--- config.mk ---
export PLATFORM = sky130hd
export DESIGN_NAME = eased_servo_flap_sequencer_core_flat
export DESIGN_NICKNAME = d
export VERILOG_FILES = /design/src/rtl/esfs_pkg.sv /design/src/rtl/esfs_req_if.sv /design/src/rtl/esfs_res_if.sv /design/src/rtl/esfs_cfg_if.sv /design/src/rtl/esfs_ctrl.sv /design/src/rtl/esfs_dp.sv /design/src/rtl/eased_servo_flap_sequencer_core.sv /design/src/flat_wrapper.sv
export SDC_FILE = /design/constraint.sdc
export NUM_CORES = 2
export LEC_CHECK = 0
export BUFFER_PORTS_ARGS = -buffer_cell sky130_fd_sc_hd__buf_4
export CORE_MARGIN = 2
export CORE_UTILIZATION = 60
export CTS_CLUSTER_DIAMETER = 50
export DETAILED_ROUTE_END_ITERATION = 8
export PLACE_DENSITY = 0.8
export SETUP_SLACK_MARGIN = 0.3
export SLEW_MARGIN = 20
export SYNTH_ARGS = -nofsm -noshare
export SYNTH_HDL_FRONTEND = slang
export SYNTH_SLANG_ARGS = --single-unit
export TNS_END_PERCENT = 1
--- constraint.sdc ---
create_clock -name clk -period 7.3 [get_ports clk]
set_input_delay 1.095 -clock clk [delete_from_list [all_inputs] [get_ports clk]]
set_output_delay 1.095 -clock clk [all_outputs]
set_load 0.05 [all_outputs]
--- src/rtl/esfs_pkg.sv ---
// Package for the eased servo flap sequencer: widths, codes, phase and
// controller types, command/status structs and the angle helper functions.
// No dependencies.
package esfs_pkg;

    localparam int FRAC_BITS = 16;
    localparam int T_W       = FRAC_BITS + 1;
    localparam int DUR_W     = 16;
    localparam int NOW_W     = 32;
    localparam int ANG_W     = 8;
    localparam int REQ_W     = 2;
    localparam int CFG_IDX_W = 3;
    localparam int CFG_DAT_W = 16;
    localparam int CNT_W     = (FRAC_BITS > 1) ? $clog2(FRAC_BITS) : 1;
    localparam int ACC_W     = FRAC_BITS + 11;

    localparam logic [T_W-1:0]   ONE      = T_W'(1) << FRAC_BITS;
    localparam logic [T_W-1:0]   HALF     = T_W'(1) << (FRAC_BITS - 1);
    localparam logic [CNT_W-1:0] CNT_LAST = CNT_W'(FRAC_BITS - 1);
    localparam logic [ANG_W-1:0] ANGLE_MAX = 8'd180;

    localparam logic [REQ_W-1:0] REQ_TICK  = 2'd0;
    localparam logic [REQ_W-1:0] REQ_OPEN  = 2'd1;
    localparam logic [REQ_W-1:0] REQ_CLOSE = 2'd2;

    localparam logic [CFG_IDX_W-1:0] CFG_OPEN_TIME        = 3'd0;
    localparam logic [CFG_IDX_W-1:0] CFG_HOLD_OPEN_TIME   = 3'd1;
    localparam logic [CFG_IDX_W-1:0] CFG_CLOSE_TIME       = 3'd2;
    localparam logic [CFG_IDX_W-1:0] CFG_HOLD_CLOSED_TIME = 3'd3;
    localparam logic [CFG_IDX_W-1:0] CFG_LEFT_MIN         = 3'd4;
    localparam logic [CFG_IDX_W-1:0] CFG_LEFT_MAX         = 3'd5;
    localparam logic [CFG_IDX_W-1:0] CFG_RIGHT_MIN        = 3'd6;
    localparam logic [CFG_IDX_W-1:0] CFG_RIGHT_MAX        = 3'd7;

    typedef enum logic [2:0] {
        PH_CLOSED      = 3'd0,
        PH_OPENING     = 3'd1,
        PH_HOLD_OPEN   = 3'd2,
        PH_OPENED      = 3'd3,
        PH_CLOSING     = 3'd4,
        PH_HOLD_CLOSED = 3'd5
    } phase_t;

    typedef enum logic [2:0] {
        S_IDLE,
        S_EVAL,
        S_DIV,
        S_SEL,
        S_SQ,
        S_CUBE,
        S_SCALE,
        S_FINISH
    } fsm_state_t;

    typedef struct packed {
        logic load;
        logic eval;
        logic div_step;
        logic sel;
        logic square;
        logic cube;
        logic scale;
        logic commit;
    } ctrl_cmd_t;

    typedef struct packed {
        logic need_div;
        logic out_free;
    } dp_status_t;

    function automatic logic [ANG_W-1:0] sat_angle(input logic [ANG_W-1:0] a);
        return (a > ANGLE_MAX) ? ANGLE_MAX : a;
    endfunction

    // floor((lo*ONE + e*(hi-lo)) / ONE), clamped to [0, 180]
    function automatic logic [ANG_W-1:0] scale_angle(
        input logic [T_W-1:0]   e,
        input logic [ANG_W-1:0] lo,
        input logic [ANG_W-1:0] hi
    );
        logic signed [9:0]             diff;
        logic signed [ACC_W-1:0]       acc;
        logic [ACC_W-FRAC_BITS-1:0]    whole;
        diff = $signed({2'b00, hi}) - $signed({2'b00, lo});
        acc  = $signed({{(ACC_W-FRAC_BITS-ANG_W){1'b0}}, lo, {FRAC_BITS{1'b0}}})
             + $signed({{(ACC_W-T_W){1'b0}}, e})
             * $signed({{(ACC_W-10){diff[9]}}, diff});
        if (acc[ACC_W-1])
            whole = '0;
        else
            whole = acc[ACC_W-1:FRAC_BITS];
        return (whole > (ACC_W-FRAC_BITS)'(ANGLE_MAX)) ? ANGLE_MAX : whole[ANG_W-1:0];
    endfunction

endpackage

--- src/rtl/esfs_req_if.sv ---
// Request channel: request code and millisecond time.
// Depends on esfs_pkg.
interface esfs_req_if;
    logic                            valid;
    logic                            ready;
    logic [esfs_pkg::REQ_W-1:0]      req_type;
    logic [esfs_pkg::NOW_W-1:0]      now_ms;

    modport source (output valid, req_type, now_ms, input ready);
    modport sink   (input valid, req_type, now_ms, output ready);
endinterface

--- src/rtl/esfs_res_if.sv ---
// Result channel: servo angles, write flag, drive enable and phase.
// Depends on esfs_pkg.
interface esfs_res_if;
    logic                            valid;
    logic                            ready;
    logic [esfs_pkg::ANG_W-1:0]      left_angle;
    logic [esfs_pkg::ANG_W-1:0]      right_angle;
    logic                            angle_written;
    logic                            drive_enable;
    logic [2:0]                      phase;

    modport source (output valid, left_angle, right_angle, angle_written, drive_enable,
                    phase, input ready);
    modport sink   (input valid, left_angle, right_angle, angle_written, drive_enable,
                    phase, output ready);
endinterface

--- src/rtl/esfs_cfg_if.sv ---
// Configuration write channel: register index and write data.
// Depends on esfs_pkg.
interface esfs_cfg_if;
    logic                               valid;
    logic                               ready;
    logic [esfs_pkg::CFG_IDX_W-1:0]     index;
    logic [esfs_pkg::CFG_DAT_W-1:0]     data;

    modport source (output valid, index, data, input ready);
    modport sink   (input valid, index, data, output ready);
endinterface

--- src/rtl/esfs_ctrl.sv ---
// Sequencer controller: steps one transaction through evaluate and, if the datapath
// needs it, divide, ease and scale, then commits the result. Depends on esfs_pkg.
module esfs_ctrl (
    input  logic                   clk,
    input  logic                   rst_n,
    input  logic                   in_valid,
    output logic                   in_ready,
    output esfs_pkg::ctrl_cmd_t    cmd,
    input  esfs_pkg::dp_status_t   status
);

    esfs_pkg::fsm_state_t             state_reg, state_next;
    logic [esfs_pkg::CNT_W-1:0]       cnt_reg, cnt_next;

    always_ff @(posedge clk or negedge rst_n)
    begin
        if (!rst_n)
        begin
            state_reg <= esfs_pkg::S_IDLE;
            cnt_reg   <= '0;
        end
        else
        begin
            state_reg <= state_next;
            cnt_reg   <= cnt_next;
        end
    end

    always_comb
    begin
        state_next = state_reg;
        cnt_next   = cnt_reg;
        cmd        = '0;
        in_ready   = 1'b0;
        case (state_reg)
            esfs_pkg::S_IDLE:
            begin
                in_ready = 1'b1;
                if (in_valid)
                begin
                    cmd.load   = 1'b1;
                    state_next = esfs_pkg::S_EVAL;
                end
            end
            esfs_pkg::S_EVAL:
            begin
                cmd.eval = 1'b1;
                cnt_next = '0;
                state_next = status.need_div ? esfs_pkg::S_DIV : esfs_pkg::S_FINISH;
            end
            esfs_pkg::S_DIV:
            begin
                cmd.div_step = 1'b1;
                cnt_next     = cnt_reg + 1'b1;
                if (cnt_reg == esfs_pkg::CNT_LAST)
                    state_next = esfs_pkg::S_SEL;
            end
            esfs_pkg::S_SEL:
            begin
                cmd.sel    = 1'b1;
                state_next = esfs_pkg::S_SQ;
            end
            esfs_pkg::S_SQ:
            begin
                cmd.square = 1'b1;
                state_next = esfs_pkg::S_CUBE;
            end
            esfs_pkg::S_CUBE:
            begin
                cmd.cube   = 1'b1;
                state_next = esfs_pkg::S_SCALE;
            end
            esfs_pkg::S_SCALE:
            begin
                cmd.scale  = 1'b1;
                state_next = esfs_pkg::S_FINISH;
            end
            esfs_pkg::S_FINISH:
            begin
                if (status.out_free)
                begin
                    cmd.commit = 1'b1;
                    state_next = esfs_pkg::S_IDLE;
                end
            end
            default:
            begin
                state_next = esfs_pkg::S_IDLE;
            end
        endcase
    end

`ifndef SYNTH
    a_accept_to_eval: assert property (@(posedge clk) disable iff (!rst_n)
        (in_valid && in_ready) |=> (state_reg == esfs_pkg::S_EVAL))
        else $error("accepted transaction did not enter evaluate");

    a_div_length: assert property (@(posedge clk) disable iff (!rst_n)
        (state_reg == esfs_pkg::S_DIV && cnt_reg == esfs_pkg::CNT_LAST)
        |=> (state_reg == esfs_pkg::S_SEL))
        else $error("divider did not finish after its last step");

    a_commit_idle: assert property (@(posedge clk) disable iff (!rst_n)
        cmd.commit |=> (state_reg == esfs_pkg::S_IDLE && in_ready))
        else $error("controller not idle after commit");
`endif

endmodule

--- src/rtl/esfs_dp.sv ---
// Sequencer datapath: configuration and phase state, elapsed-time check,
// restoring divider, cubic ease, angle scaling, result register. Depends on esfs_pkg.
module esfs_dp (
    input  logic                              clk,
    input  logic                              rst_n,
    input  esfs_pkg::ctrl_cmd_t               cmd,
    output esfs_pkg::dp_status_t              status,
    input  logic [esfs_pkg::REQ_W-1:0]        req_type,
    input  logic [esfs_pkg::NOW_W-1:0]        now_ms,
    input  logic                              cfg_we,
    input  logic [esfs_pkg::CFG_IDX_W-1:0]    cfg_index,
    input  logic [esfs_pkg::CFG_DAT_W-1:0]    cfg_data,
    output logic                              res_valid,
    input  logic                              res_ready,
    output logic [esfs_pkg::ANG_W-1:0]        left_angle,
    output logic [esfs_pkg::ANG_W-1:0]        right_angle,
    output logic                              angle_written,
    output logic                              drive_enable,
    output logic [2:0]                        phase
);

    localparam int F = esfs_pkg::FRAC_BITS;

    // configuration
    logic [esfs_pkg::DUR_W-1:0] open_time_reg, hold_open_time_reg;
    logic [esfs_pkg::DUR_W-1:0] close_time_reg, hold_closed_time_reg;
    logic [esfs_pkg::ANG_W-1:0] left_min_reg, left_max_reg, right_min_reg, right_max_reg;

    // sequencer state
    esfs_pkg::phase_t           phase_reg, phase_next;
    logic [esfs_pkg::NOW_W-1:0] start_reg, start_next;
    logic                       drive_reg, drive_next;

    // transaction
    logic [esfs_pkg::REQ_W-1:0] req_reg;
    logic [esfs_pkg::NOW_W-1:0] now_reg;
    logic [esfs_pkg::DUR_W-1:0] dur_reg, rem_reg;
    logic                       le_reg, ge_reg;
    logic [F-1:0]               q_reg, y_reg, sq_reg;
    logic                       hi_reg;
    logic [esfs_pkg::T_W-1:0]   e_reg;
    logic [esfs_pkg::ANG_W-1:0] scl_left_reg, scl_right_reg;

    // result
    logic                       res_valid_reg;
    logic [esfs_pkg::ANG_W-1:0] res_left_reg, res_right_reg;
    logic                       res_written_reg, res_drive_reg;
    logic [2:0]                 res_phase_reg;

    logic [esfs_pkg::NOW_W-1:0] dt;
    logic [esfs_pkg::DUR_W-1:0] dur_raw, dur;
    logic                       moving, le_now, ge_now;
    logic [esfs_pkg::DUR_W:0]   rem2;
    logic                       rem_ge;
    logic [esfs_pkg::T_W-1:0]   t_val, x_val, y_val;
    logic                       x_hi;
    logic [2*F-1:0]             sq_prod, cube_prod;
    logic [F-1:0]               c_val;
    logic [esfs_pkg::T_W-1:0]   four_c;
    logic                       wrote;
    logic [esfs_pkg::ANG_W-1:0] la, ra;
    logic                       open_end;

    always_comb
    begin
        moving = (phase_reg == esfs_pkg::PH_OPENING) || (phase_reg == esfs_pkg::PH_CLOSING);
        dt = now_reg - start_reg;
        case (phase_reg)
            esfs_pkg::PH_OPENING:     dur_raw = open_time_reg;
            esfs_pkg::PH_CLOSING:     dur_raw = close_time_reg;
            esfs_pkg::PH_HOLD_OPEN:   dur_raw = hold_open_time_reg;
            esfs_pkg::PH_HOLD_CLOSED: dur_raw = hold_closed_time_reg;
            default:                  dur_raw = hold_closed_time_reg;
        endcase
        dur    = (dur_raw == '0) ? esfs_pkg::DUR_W'(1) : dur_raw;
        le_now = dt <= {{(esfs_pkg::NOW_W-esfs_pkg::DUR_W){1'b0}}, dur};
        ge_now = dt >= {{(esfs_pkg::NOW_W-esfs_pkg::DUR_W){1'b0}}, dur};
        status.need_div = (req_reg == esfs_pkg::REQ_TICK) && moving && le_now;
        status.out_free = !res_valid_reg || res_ready;
    end

    // restoring divide step: remainder stays at or below the duration
    always_comb
    begin
        rem2   = {rem_reg, 1'b0};
        rem_ge = rem2 >= {1'b0, dur_reg};
    end

    // ease input: fold to the lower half; square and cube products
    always_comb
    begin
        t_val = (le_reg && ge_reg) ? esfs_pkg::ONE : {1'b0, q_reg};
        x_val = (phase_reg == esfs_pkg::PH_OPENING) ? t_val : esfs_pkg::ONE - t_val;
        x_hi  = x_val >= esfs_pkg::HALF;
        y_val = x_hi ? esfs_pkg::ONE - x_val : x_val;
        sq_prod   = y_reg * y_reg;
        cube_prod = sq_reg * y_reg;
        c_val     = cube_prod[2*F-1:F];
        four_c    = esfs_pkg::T_W'({c_val, 2'b00});
    end

    always_comb
    begin
        phase_next = phase_reg;
        start_next = start_reg;
        drive_next = drive_reg;
        wrote      = 1'b0;
        la         = '0;
        ra         = '0;
        open_end   = (phase_reg == esfs_pkg::PH_HOLD_OPEN);
        case (req_reg)
            esfs_pkg::REQ_OPEN:
            begin
                phase_next = esfs_pkg::PH_OPENING;
                start_next = now_reg;
            end
            esfs_pkg::REQ_CLOSE:
            begin
                phase_next = esfs_pkg::PH_CLOSING;
                start_next = now_reg;
            end
            esfs_pkg::REQ_TICK:
            begin
                case (phase_reg)
                    esfs_pkg::PH_OPENING, esfs_pkg::PH_CLOSING:
                    begin
                        if (le_reg)
                        begin
                            drive_next = 1'b1;
                            wrote      = 1'b1;
                            la         = scl_left_reg;
                            ra         = scl_right_reg;
                        end
                        if (ge_reg)
                        begin
                            phase_next = (phase_reg == esfs_pkg::PH_OPENING)
                                       ? esfs_pkg::PH_HOLD_OPEN : esfs_pkg::PH_HOLD_CLOSED;
                            start_next = now_reg;
                        end
                    end
                    esfs_pkg::PH_HOLD_OPEN, esfs_pkg::PH_HOLD_CLOSED:
                    begin
                        if (le_reg)
                        begin
                            drive_next = 1'b1;
                            wrote      = 1'b1;
                            la = esfs_pkg::sat_angle(open_end ? left_max_reg : left_min_reg);
                            ra = esfs_pkg::sat_angle(open_end ? right_max_reg : right_min_reg);
                        end
                        if (ge_reg)
                        begin
                            drive_next = 1'b0;
                            phase_next = open_end ? esfs_pkg::PH_OPENED : esfs_pkg::PH_CLOSED;
                            start_next = now_reg;
                        end
                    end
                    esfs_pkg::PH_CLOSED, esfs_pkg::PH_OPENED:
                    begin
                        drive_next = 1'b0;
                    end
                    default:
                    begin
                        drive_next = drive_reg;
                    end
                endcase
            end
            default:
            begin
                phase_next = phase_reg;
            end
        endcase
    end

    always_ff @(posedge clk or negedge rst_n)
    begin
        if (!rst_n)
        begin
            open_time_reg        <= 16'd1000;
            hold_open_time_reg   <= 16'd500;
            close_time_reg       <= 16'd1000;
            hold_closed_time_reg <= 16'd500;
            left_min_reg         <= 8'd0;
            left_max_reg         <= 8'd90;
            right_min_reg        <= 8'd180;
            right_max_reg        <= 8'd90;
            phase_reg            <= esfs_pkg::PH_CLOSING;
            start_reg            <= '0;
            drive_reg            <= 1'b0;
            res_valid_reg        <= 1'b0;
        end
        else
        begin
            if (cfg_we)
            begin
                case (cfg_index)
                    esfs_pkg::CFG_OPEN_TIME:        open_time_reg        <= cfg_data;
                    esfs_pkg::CFG_HOLD_OPEN_TIME:   hold_open_time_reg   <= cfg_data;
                    esfs_pkg::CFG_CLOSE_TIME:       close_time_reg       <= cfg_data;
                    esfs_pkg::CFG_HOLD_CLOSED_TIME: hold_closed_time_reg <= cfg_data;
                    esfs_pkg::CFG_LEFT_MIN:         left_min_reg  <= cfg_data[esfs_pkg::ANG_W-1:0];
                    esfs_pkg::CFG_LEFT_MAX:         left_max_reg  <= cfg_data[esfs_pkg::ANG_W-1:0];
                    esfs_pkg::CFG_RIGHT_MIN:        right_min_reg <= cfg_data[esfs_pkg::ANG_W-1:0];
                    esfs_pkg::CFG_RIGHT_MAX:        right_max_reg <= cfg_data[esfs_pkg::ANG_W-1:0];
                    default:                        open_time_reg <= open_time_reg;
                endcase
            end
            if (cmd.commit)
            begin
                phase_reg     <= phase_next;
                start_reg     <= start_next;
                drive_reg     <= drive_next;
                res_valid_reg <= 1'b1;
            end
            else if (res_ready)
            begin
                res_valid_reg <= 1'b0;
            end
        end
    end

    always_ff @(posedge clk)
    begin
        if (cmd.load)
        begin
            req_reg <= req_type;
            now_reg <= now_ms;
        end
        if (cmd.eval)
        begin
            dur_reg <= dur;
            le_reg  <= le_now;
            ge_reg  <= ge_now;
            rem_reg <= dt[esfs_pkg::DUR_W-1:0];
            q_reg   <= '0;
        end
        if (cmd.div_step)
        begin
            rem_reg <= rem_ge ? esfs_pkg::DUR_W'(rem2 - {1'b0, dur_reg})
                              : rem2[esfs_pkg::DUR_W-1:0];
            q_reg   <= {q_reg[F-2:0], rem_ge};
        end
        if (cmd.sel)
        begin
            y_reg  <= y_val[F-1:0];
            hi_reg <= x_hi;
        end
        if (cmd.square)
            sq_reg <= sq_prod[2*F-1:F];
        if (cmd.cube)
            e_reg <= hi_reg ? esfs_pkg::ONE - four_c : four_c;
        if (cmd.scale)
        begin
            scl_left_reg  <= esfs_pkg::scale_angle(e_reg, left_min_reg, left_max_reg);
            scl_right_reg <= esfs_pkg::scale_angle(e_reg, right_min_reg, right_max_reg);
        end
        if (cmd.commit)
        begin
            res_left_reg    <= la;
            res_right_reg   <= ra;
            res_written_reg <= wrote;
            res_drive_reg   <= drive_next;
            res_phase_reg   <= phase_next;
        end
    end

    assign res_valid     = res_valid_reg;
    assign left_angle    = res_left_reg;
    assign right_angle   = res_right_reg;
    assign angle_written = res_written_reg;
    assign drive_enable  = res_drive_reg;
    assign phase         = res_phase_reg;

`ifndef SYNTH
    a_commit_valid: assert property (@(posedge clk) disable iff (!rst_n)
        cmd.commit |=> res_valid_reg)
        else $error("commit did not present a result");

    a_unwritten_zero: assert property (@(posedge clk) disable iff (!rst_n)
        (res_valid_reg && !res_written_reg) |-> (res_left_reg == '0 && res_right_reg == '0))
        else $error("angles nonzero without a write");

    a_angle_range: assert property (@(posedge clk) disable iff (!rst_n)
        (res_valid_reg && res_written_reg)
        |-> (res_left_reg <= esfs_pkg::ANGLE_MAX && res_right_reg <= esfs_pkg::ANGLE_MAX))
        else $error("written angle out of range");
`endif

endmodule

--- src/rtl/eased_servo_flap_sequencer_core.sv ---
// Eased servo flap sequencer, top level.
// Depends on esfs_pkg, esfs_req_if, esfs_res_if, esfs_cfg_if, esfs_ctrl, esfs_dp.
//
// Channels: req carries a request (tick, open or close) with the current
// millisecond time; res returns one transaction per request with both servo
// angles, the write flag, the drive enable and the phase after the step;
// cfg writes the duration and angle registers by index and is always ready.
// Configuration must be written while no request is in flight; the block does not enforce this.
//
// Sequencing: one request at a time; the next is taken the cycle
// after the result is registered. Commands, unused codes, holding and resting
// phases and a moving tick past its duration go from evaluate straight to
// finish. A moving tick within its duration passes through the one-bit-per-cycle
// restoring divider that normalizes elapsed time to the phase duration,
// followed by the select, the two cubic multiplies and the angle scale.
// Reset loads the register defaults and puts the flap in the closing phase
// with start time zero and the drive released.
// Stall: the result sits in an output register; the next request is taken
// while it waits, and is held at its final cycle until that register frees.
module eased_servo_flap_sequencer_core (
    input  logic         clk,
    input  logic         rst_n,
    esfs_req_if.sink     req,
    esfs_res_if.source   res,
    esfs_cfg_if.sink     cfg
);

    esfs_pkg::ctrl_cmd_t   cmd;
    esfs_pkg::dp_status_t  status;

    assign cfg.ready = 1'b1;

    esfs_ctrl u_ctrl (
        .clk      (clk),
        .rst_n    (rst_n),
        .in_valid (req.valid),
        .in_ready (req.ready),
        .cmd      (cmd),
        .status   (status)
    );

    esfs_dp u_dp (
        .clk           (clk),
        .rst_n         (rst_n),
        .cmd           (cmd),
        .status        (status),
        .req_type      (req.req_type),
        .now_ms        (req.now_ms),
        .cfg_we        (cfg.valid),
        .cfg_index     (cfg.index),
        .cfg_data      (cfg.data),
        .res_valid     (res.valid),
        .res_ready     (res.ready),
        .left_angle    (res.left_angle),
        .right_angle   (res.right_angle),
        .angle_written (res.angle_written),
        .drive_enable  (res.drive_enable),
        .phase         (res.phase)
    );

endmodule

--- src/flat_wrapper.sv ---
// flat-port wrapper written by rule: the top's interface ports become plain ports
module eased_servo_flap_sequencer_core_flat 
  (clk, rst_n, req_valid, req_req_type, req_now_ms, req_ready, res_valid, res_left_angle, res_right_angle, res_angle_written, res_drive_enable, res_phase, res_ready, cfg_valid, cfg_index, cfg_data, cfg_ready);
  esfs_req_if req_i ();
  esfs_res_if res_i ();
  esfs_cfg_if cfg_i ();
  input  logic clk;
  input  logic rst_n;
  input wire logic [$bits(req_i.valid)-1:0] req_valid;
  input wire logic [$bits(req_i.req_type)-1:0] req_req_type;
  input wire logic [$bits(req_i.now_ms)-1:0] req_now_ms;
  output wire logic [$bits(req_i.ready)-1:0] req_ready;
  output wire logic [$bits(res_i.valid)-1:0] res_valid;
  output wire logic [$bits(res_i.left_angle)-1:0] res_left_angle;
  output wire logic [$bits(res_i.right_angle)-1:0] res_right_angle;
  output wire logic [$bits(res_i.angle_written)-1:0] res_angle_written;
  output wire logic [$bits(res_i.drive_enable)-1:0] res_drive_enable;
  output wire logic [$bits(res_i.phase)-1:0] res_phase;
  input wire logic [$bits(res_i.ready)-1:0] res_ready;
  input wire logic [$bits(cfg_i.valid)-1:0] cfg_valid;
  input wire logic [$bits(cfg_i.index)-1:0] cfg_index;
  input wire logic [$bits(cfg_i.data)-1:0] cfg_data;
  output wire logic [$bits(cfg_i.ready)-1:0] cfg_ready;
  assign req_i.valid = req_valid;
  assign req_i.req_type = req_req_type;
  assign req_i.now_ms = req_now_ms;
  assign req_ready = req_i.ready;
  assign res_valid = res_i.valid;
  assign res_left_angle = res_i.left_angle;
  assign res_right_angle = res_i.right_angle;
  assign res_angle_written = res_i.angle_written;
  assign res_drive_enable = res_i.drive_enable;
  assign res_phase = res_i.phase;
  assign res_i.ready = res_ready;
  assign cfg_i.valid = cfg_valid;
  assign cfg_i.index = cfg_index;
  assign cfg_i.data = cfg_data;
  assign cfg_ready = cfg_i.ready;
  eased_servo_flap_sequencer_core u_core (.clk(clk), .rst_n(rst_n), .req(req_i), .res(res_i), .cfg(cfg_i));
endmodule
Yosys cells after proc, flatten, opt, wreduce, memory -nomap -nowiden
Index checks and enable logic that the tools add are counted.
{"block": "op_classes", "n_addsub": 10, "n_mul": 4, "n_lt_le_gt_ge": 8, "n_eq_ne": 27, "mux": 58, "n_reduce_logical": 31}
{"cell": "$mux W16", "count": 7}
{"cell": "$mux W32", "count": 2}
{"cell": "$mux W8", "count": 8}
{"cell": "$pmux W32 S2", "count": 1}
{"cell": "$add A25 B27 Y27", "count": 2}
{"cell": "$mul A18 B9 Y27", "count": 2}
{"cell": "$mux W17", "count": 3}
{"cell": "$pmux W16 S3", "count": 1}
{"cell": "$sub A17 B17 Y17 const A", "count": 2}
{"cell": "$ge A32 B16 Y1", "count": 1}
{"cell": "$le A32 B16 Y1", "count": 1}
{"cell": "$mul A16 B16 Y32", "count": 1}
{"cell": "$pmux W8 S2", "count": 2}
{"cell": "$sub A32 B32 Y32", "count": 1}
{"cell": "$mul A16 B16 Y31", "count": 1}
{"cell": "$eq A3 B3 Y1 const B", "count": 10}
{"cell": "$pmux W3 S8", "count": 1}
{"cell": "$gt A11 B8 Y1 const B", "count": 2}
{"cell": "$mux W11", "count": 2}
{"cell": "$mux W3", "count": 7}
{"cell": "$mux W10", "count": 2}
{"cell": "$eq A3 B2 Y1 const B", "count": 6}
{"cell": "$reduce_and A2 Y1", "count": 9}
{"cell": "$sub A8 B8 Y9", "count": 2}
{"cell": "other kinds (29)", "count": 62}
{"block": "totals", "ff_bits": 311, "inputBits": 58, "out_inout_bits": 24, "wordCells": 171}

Longest topological paths before layout
{"block": "logic_depth", "word_depth": 8, "depth_mapped": 32, "mapped_depth_nobuf": 31}

By module
Synthesis repeated with hierarchy kept, for this count alone.
{"block": "hier_totals", "hier_cells": 4209, "area_unflattened_um2": 40516.4}
{"mod": "esfs_dp", "instances": 1, "cells_per_inst": 4150, "area_each_um2": 40024.6, "seq_area_each_um2": 8449.4}
{"mod": "esfs_ctrl", "instances": 1, "cells_per_inst": 57, "area_each_um2": 480.5, "seq_area_each_um2": 175.2}
{"mod": "eased_servo_flap_sequencer_core", "instances": 1, "cells_per_inst": 2, "area_each_um2": 11.3, "seq_area_each_um2": 0.0}

Worst setup path before layout
Ideal clock, no wire load.
{"block": "synth_timing", "kind": "flip-flop to flip-flop", "startpoint": "reg u_core.u_dp.left_max_reg[1] in the netlist's numbering", "endpoint": "reg u_core.u_dp.scl_left_reg[0] in the netlist's numbering (data pin)", "setup_ps": 182, "arrival_ps": 7097, "slack_ps": 22, "stages_incl_launch_ff": 32, "path_buffers": 1, "path_cell_list": "dfstp_2 -> ha_1 -> nor2b_1 -> o21ai_0 -> nand2b_1 -> a21o_1 -> a21o_1 -> a21o_1 -> a21oi_1 -> xnor2_1 -> clkbuf_1 -> and2_1 -> fa_1 -> inv_1 -> fa_1 -> inv_1 -> fa_1 -> inv_1 -> fa_1 -> fa_1 -> inv_1 -> ha_1 -> a21o_1 -> a21o_1 -> a21o_1 -> a21oi_1 -> a21boi_1 -> or2_2 -> or4_1 -> nand4_1 -> nand2_1 -> nor4b_1"}
{"block": "synth_via", "elab_chain_len": 6}
{"element": "start: declaration", "line": "esfs_dp.sv:27", "rtl": "logic [esfs_pkg::ANG_W-1:0] left_min_reg, left_max_reg, right_min_reg, right_max_reg;"}
{"element": "start signal: assignment", "line": "esfs_dp.sv:201", "rtl": "esfs_pkg::CFG_LEFT_MAX: left_max_reg <= cfg_data[esfs_pkg::ANG_W-1:0];"}
{"element": "$sub A8 B8 Y9 (*)", "line": "esfs_pkg.sv:84", "rtl": "diff = $signed({2'b00, hi}) - $signed({2'b00, lo});"}
{"element": "$mul A18 B9 Y27 (*)", "line": "esfs_pkg.sv:87", "rtl": "* $signed({{(ACC_W-10){diff[9]}}, diff});"}
{"element": "$add A25 B27 Y27 (*)", "line": "esfs_pkg.sv:86", "rtl": "+ $signed({{(ACC_W-T_W){1'b0}}, e})"}
{"element": "$mux W10 (*)", "line": "esfs_pkg.sv:88", "rtl": "if (acc[ACC_W-1])"}
{"element": "$mux W11 (*)", "line": "esfs_dp.sv:251", "rtl": "if (cmd.scale)"}
{"element": "$gt A11 B8 Y1", "line": "esfs_pkg.sv:92", "rtl": "return (whole > (ACC_W-FRAC_BITS)'(ANGLE_MAX)) ? ANGLE_MAX : whole[ANG_W-1:0];"}
{"element": "end signal: assignment", "line": "esfs_dp.sv:253", "rtl": "scl_left_reg <= esfs_pkg::scale_angle(e_reg, left_min_reg, left_max_reg);"}
{"element": "end: declaration", "line": "esfs_dp.sv:42", "rtl": "logic [esfs_pkg::ANG_W-1:0] scl_left_reg, scl_right_reg;"}
Mark *: on every way between the ends. The rest lies on a longest branch, timed or not. The select of a mux whose other input is x is not followed.
A chain may end at the register's enable or synchronous reset.

Worst setup path after layout
{"block": "layout_timing", "startpoint": "reg u_core.u_dp.right_max_reg[1] in the netlist's numbering", "endpoint": "reg u_core.u_dp.scl_right_reg[1] in the netlist's numbering (data pin)"}
{"block": "layout_via", "elab_chain_len": 6}
{"element": "start: declaration", "line": "esfs_dp.sv:27"}
{"element": "start signal: assignment", "line": "esfs_dp.sv:203", "rtl": "esfs_pkg::CFG_RIGHT_MAX: right_max_reg <= cfg_data[esfs_pkg::ANG_W-1:0];"}
{"element": "$sub A8 B8 Y9 (*)", "line": "esfs_pkg.sv:84"}
{"element": "$mul A18 B9 Y27 (*)", "line": "esfs_pkg.sv:87"}
{"element": "$add A25 B27 Y27 (*)", "line": "esfs_pkg.sv:86"}
{"element": "$mux W10 (*)", "line": "esfs_pkg.sv:88"}
{"element": "$mux W11 (*)", "line": "esfs_dp.sv:251"}
{"element": "$gt A11 B8 Y1", "line": "esfs_pkg.sv:92"}
{"element": "end signal: assignment", "line": "esfs_dp.sv:254", "rtl": "scl_right_reg <= esfs_pkg::scale_angle(e_reg, right_min_reg, right_max_reg);"}
{"element": "end: declaration", "line": "esfs_dp.sv:42"}
Marked as above.

==> impl_metrics.toml <==
[critical_path]
cp-end-kind = "flip-flop"
cp-start-kind = "flip-flop"
cp.required_ps = 7610
crit_top_cell = "a21o_1"
critPathKind = "reg -> reg"
path_max_fanout = 7
cp_slowest_cell = "fa_1"
cp.arrival_ps = 7490
critPathMaxStageDelay_ps = 570

[clock_network]
cts_buffers = 37
root_buffer = "clkbuf_16"
ctsHtreeMaxLevel = 2
holdBufCountCts = 0
clockBufferDepth = 3
cts_tree = "yes"
clk_pin_slew_ps = 60
insertion_delay_ps = 560
cts_sinks = 309

[logic_synthesis]
syn_area_per_cell_um2 = 9.59
yosysWarnings = 0
synthDominantCellAreaShare_pct = 27.9
synthTopCellsByArea = "fa_1, edfxtp_1, ha_1"
synthFlopType = "edfxtp_1"
ys_seq_area_share_pct = 21.4
synth-edff-count = 169
syn-num-nets = 5212
ys_types = 89
ys_ff_latch = 309
synth_top_area_cell = "fa_1"
syn_inst = 4203
syn_area_um2 = 40300
async_flop_share_pct = 45.3

[placement]
dp_hpwl_um = 70500
placed_cells = 5103
gp_routability_congestion = 0.872
portBuffers = 80

[drt]
routed_wirelength_um = 91100
wire_per_inst_um = 17.5
dr.pass1.iters = 5
drt_iter0_drc = 1853
route.detailed.drc = 0
ant_nets = 0
viasPerCell = 5.66
vias = 29429

[grt]
grt-ovfl-total = 0
grt_use_total_pct = 27.1
grt_pass1_vias = 31344
grtUsageMet1_pct = 35.4
antenna_found_initial = 0
grt_pass1_wl_um = 154000
grt_start_max_net_pins = 92
grtUsageMet2_pct = 47.0
use_met3_pct = 2.93
busiest_layer = "met2"

[finish]
layout-drive-gt1-share_pct = 11.4
areaGrowthSynthToFinish_pct = 9.17
instances_no_fill = 5196
nFillCells = 5145
final_nets = 5304
antennaDiodeCount = 0

[floorplanning]
row_count = 95
die_height_um = 263
pin_count = 82
dieArea_um2 = 69200
floorplan.initialDensity_pct = 60.3
die_x_um = 263
core_area_um2 = 66800

[min_path]
holdCritPathClass = "reg -> reg"

[timing]
rsz0062_at_grt = "yes"
drv_slew = 0
fin_crit_sh_pct = 98.3
hold_viol_final = 0
fin_skew_ps = 14.5
min_period_ps = 7180
fmax_mhz = 139
worst_slew_pin_slew_ps = 1110
slew_headroom_pct = 25.7
setup_viol = 0

[flow_run]
cap_violations = 0

[run_status]
status = "finished, final reports clean"
metrics by stage:
stage	hold slack, ps	worst slack, ps	setup TNS, ps	utilization [%]	instance area, um2
2_1_floorplan	451	289	0	-	40300
3_3_place_gp	468	108	0	63.3	42300
3_5_place_dp	483	-28.1	-102	63.3	42300
4_1_cts	497	139	0	65.5	43700
5_1_grt	515	-158	-1870	65.9	44000
6_report	487	124	0	65.9	44000
cells in the mapped netlist (10+ instances only):
master and number:
o21ai_0 122, dfrtp_1 103, nor3_1 31, o211ai_1 12, nand2_1 402, fa_1 561, clkbuf_1 157, a221oi_1 17
a21oi_1 136, a22oi_1 27, nor2b_1 30, ha_1 390, dfstp_2 37, nor2_1 231, and2_1 303, nand2b_1 85
a21o_1 71, xnor2_1 76, a211oi_1 13, o21a_1 25, nand4_1 25, nand3_1 36, edfxtp_1 169, o21bai_1 10
mux2_2 96, and3_1 10, xor2_1 69, or2_2 10, inv_1 767, a31oi_1 24, o21ai_1 15
worst max-delay path, delay by kind of cell (launching register included):
kind | cells | cell delay [ps]
AOI/OAI and AO/OA | 12 | 2560
and+or+nand+nor | 7 | 920
DFF | 1 | 550
xor gates and xnor gates | 1 | 120
adders and majority gates | 7 | 2770
timing repair:
item	CTS	global route
pin swaps	15	27
setup buffers	11	14
cloned	1	0
hold endpoints to repair	0	0
resized for setup	20	34
endpoints found under the setup margin	23	33
area by class of cell:
cell class	instances	area [um2]	share of cell area [%]
flip-flops and latches	309	8630	19.6
clock inverters	24	273	0.620
repair buffers	217	1680	3.83
clock buffers	43	980	2.23
well taps	873	1090	2.48
multi-input cells	2963	28500	64.7
inverters	767	2880	6.54
per-layer routing:
layer	vias to the layer above	share of wire [%]	routed length (um)
met1	14729	41	37200
met2	889	50	45900
met4	0	3.6	3300
met3	219	5.2	4720
li1	13592	-	-
met5	-	0	0
cells by family after synthesis:
kind of cell	Yosys count	synth area share (%)
AND/OR/NAND/NOR	1211	15.0
buffers and inverters	932	8.71
flip-flops	309	21.4
adder cells (fa/ha/maj)	952	40.0
AO/OA/AOI/OAI	553	8.96
other	1	0.00931
XOR/XNOR	146	3.19
multiplexers	99	2.76
final timing paths:
kind	start	endpoint	slack (ps)	cells past startpoint
hold reg to reg	u_core.u_dp.now_reg[19]	u_core.u_dp.start_reg[19]	490	2
min in group asynchronous	rst_n	u_core.u_dp.start_reg[23]	600	1
setup / recovery	u_core.u_dp.right_max_reg[1]	u_core.u_dp.scl_right_reg[1]	120	27
hold / removal	u_core.u_dp.now_reg[19]	u_core.u_dp.start_reg[19]	490	2
max in group asynchronous	rst_n	u_core.u_dp.left_min_reg[0]	5440	2
setup reg to reg	u_core.u_dp.right_max_reg[1]	u_core.u_dp.scl_right_reg[1]	120	27
placed cells by master, fill, tap and decap left out, types with 22 or more instances in the layout:
| cell type | Yosys | routed |
|---|---|---|
| o21a_1 | 25 | 25 |
| xnor2_1 | 76 | 74 |
| clkbuf_16 | 0 | 38 |
| mux2_2 | 96 | 96 |
| ha_1 | 390 | 385 |
| nor2_1 | 231 | 229 |
| xor2_1 | 69 | 67 |
| a31oi_1 | 24 | 22 |
| o21ai_0 | 122 | 118 |
| nor3_1 | 31 | 28 |
| dfrtp_1 | 103 | 101 |
| a21o_1 | 71 | 70 |
| nand2b_1 | 85 | 85 |
| a21oi_1 | 136 | 129 |
| dfstp_2 | 37 | 37 |
| inv_1 | 767 | 765 |
| nand2_1 | 402 | 400 |
| buf_4 | 1 | 209 |
| fa_1 | 561 | 561 |
| nor2b_1 | 30 | 29 |
| nand3_1 | 36 | 36 |
| nand4_1 | 25 | 25 |
| a22oi_1 | 27 | 27 |
| and2_1 | 303 | 298 |
| edfxtp_1 | 169 | 169 |
Power is left out: the tool's default activity adds up to more than one toggle a clock period on the data nets, which glitch-free logic cannot reach.
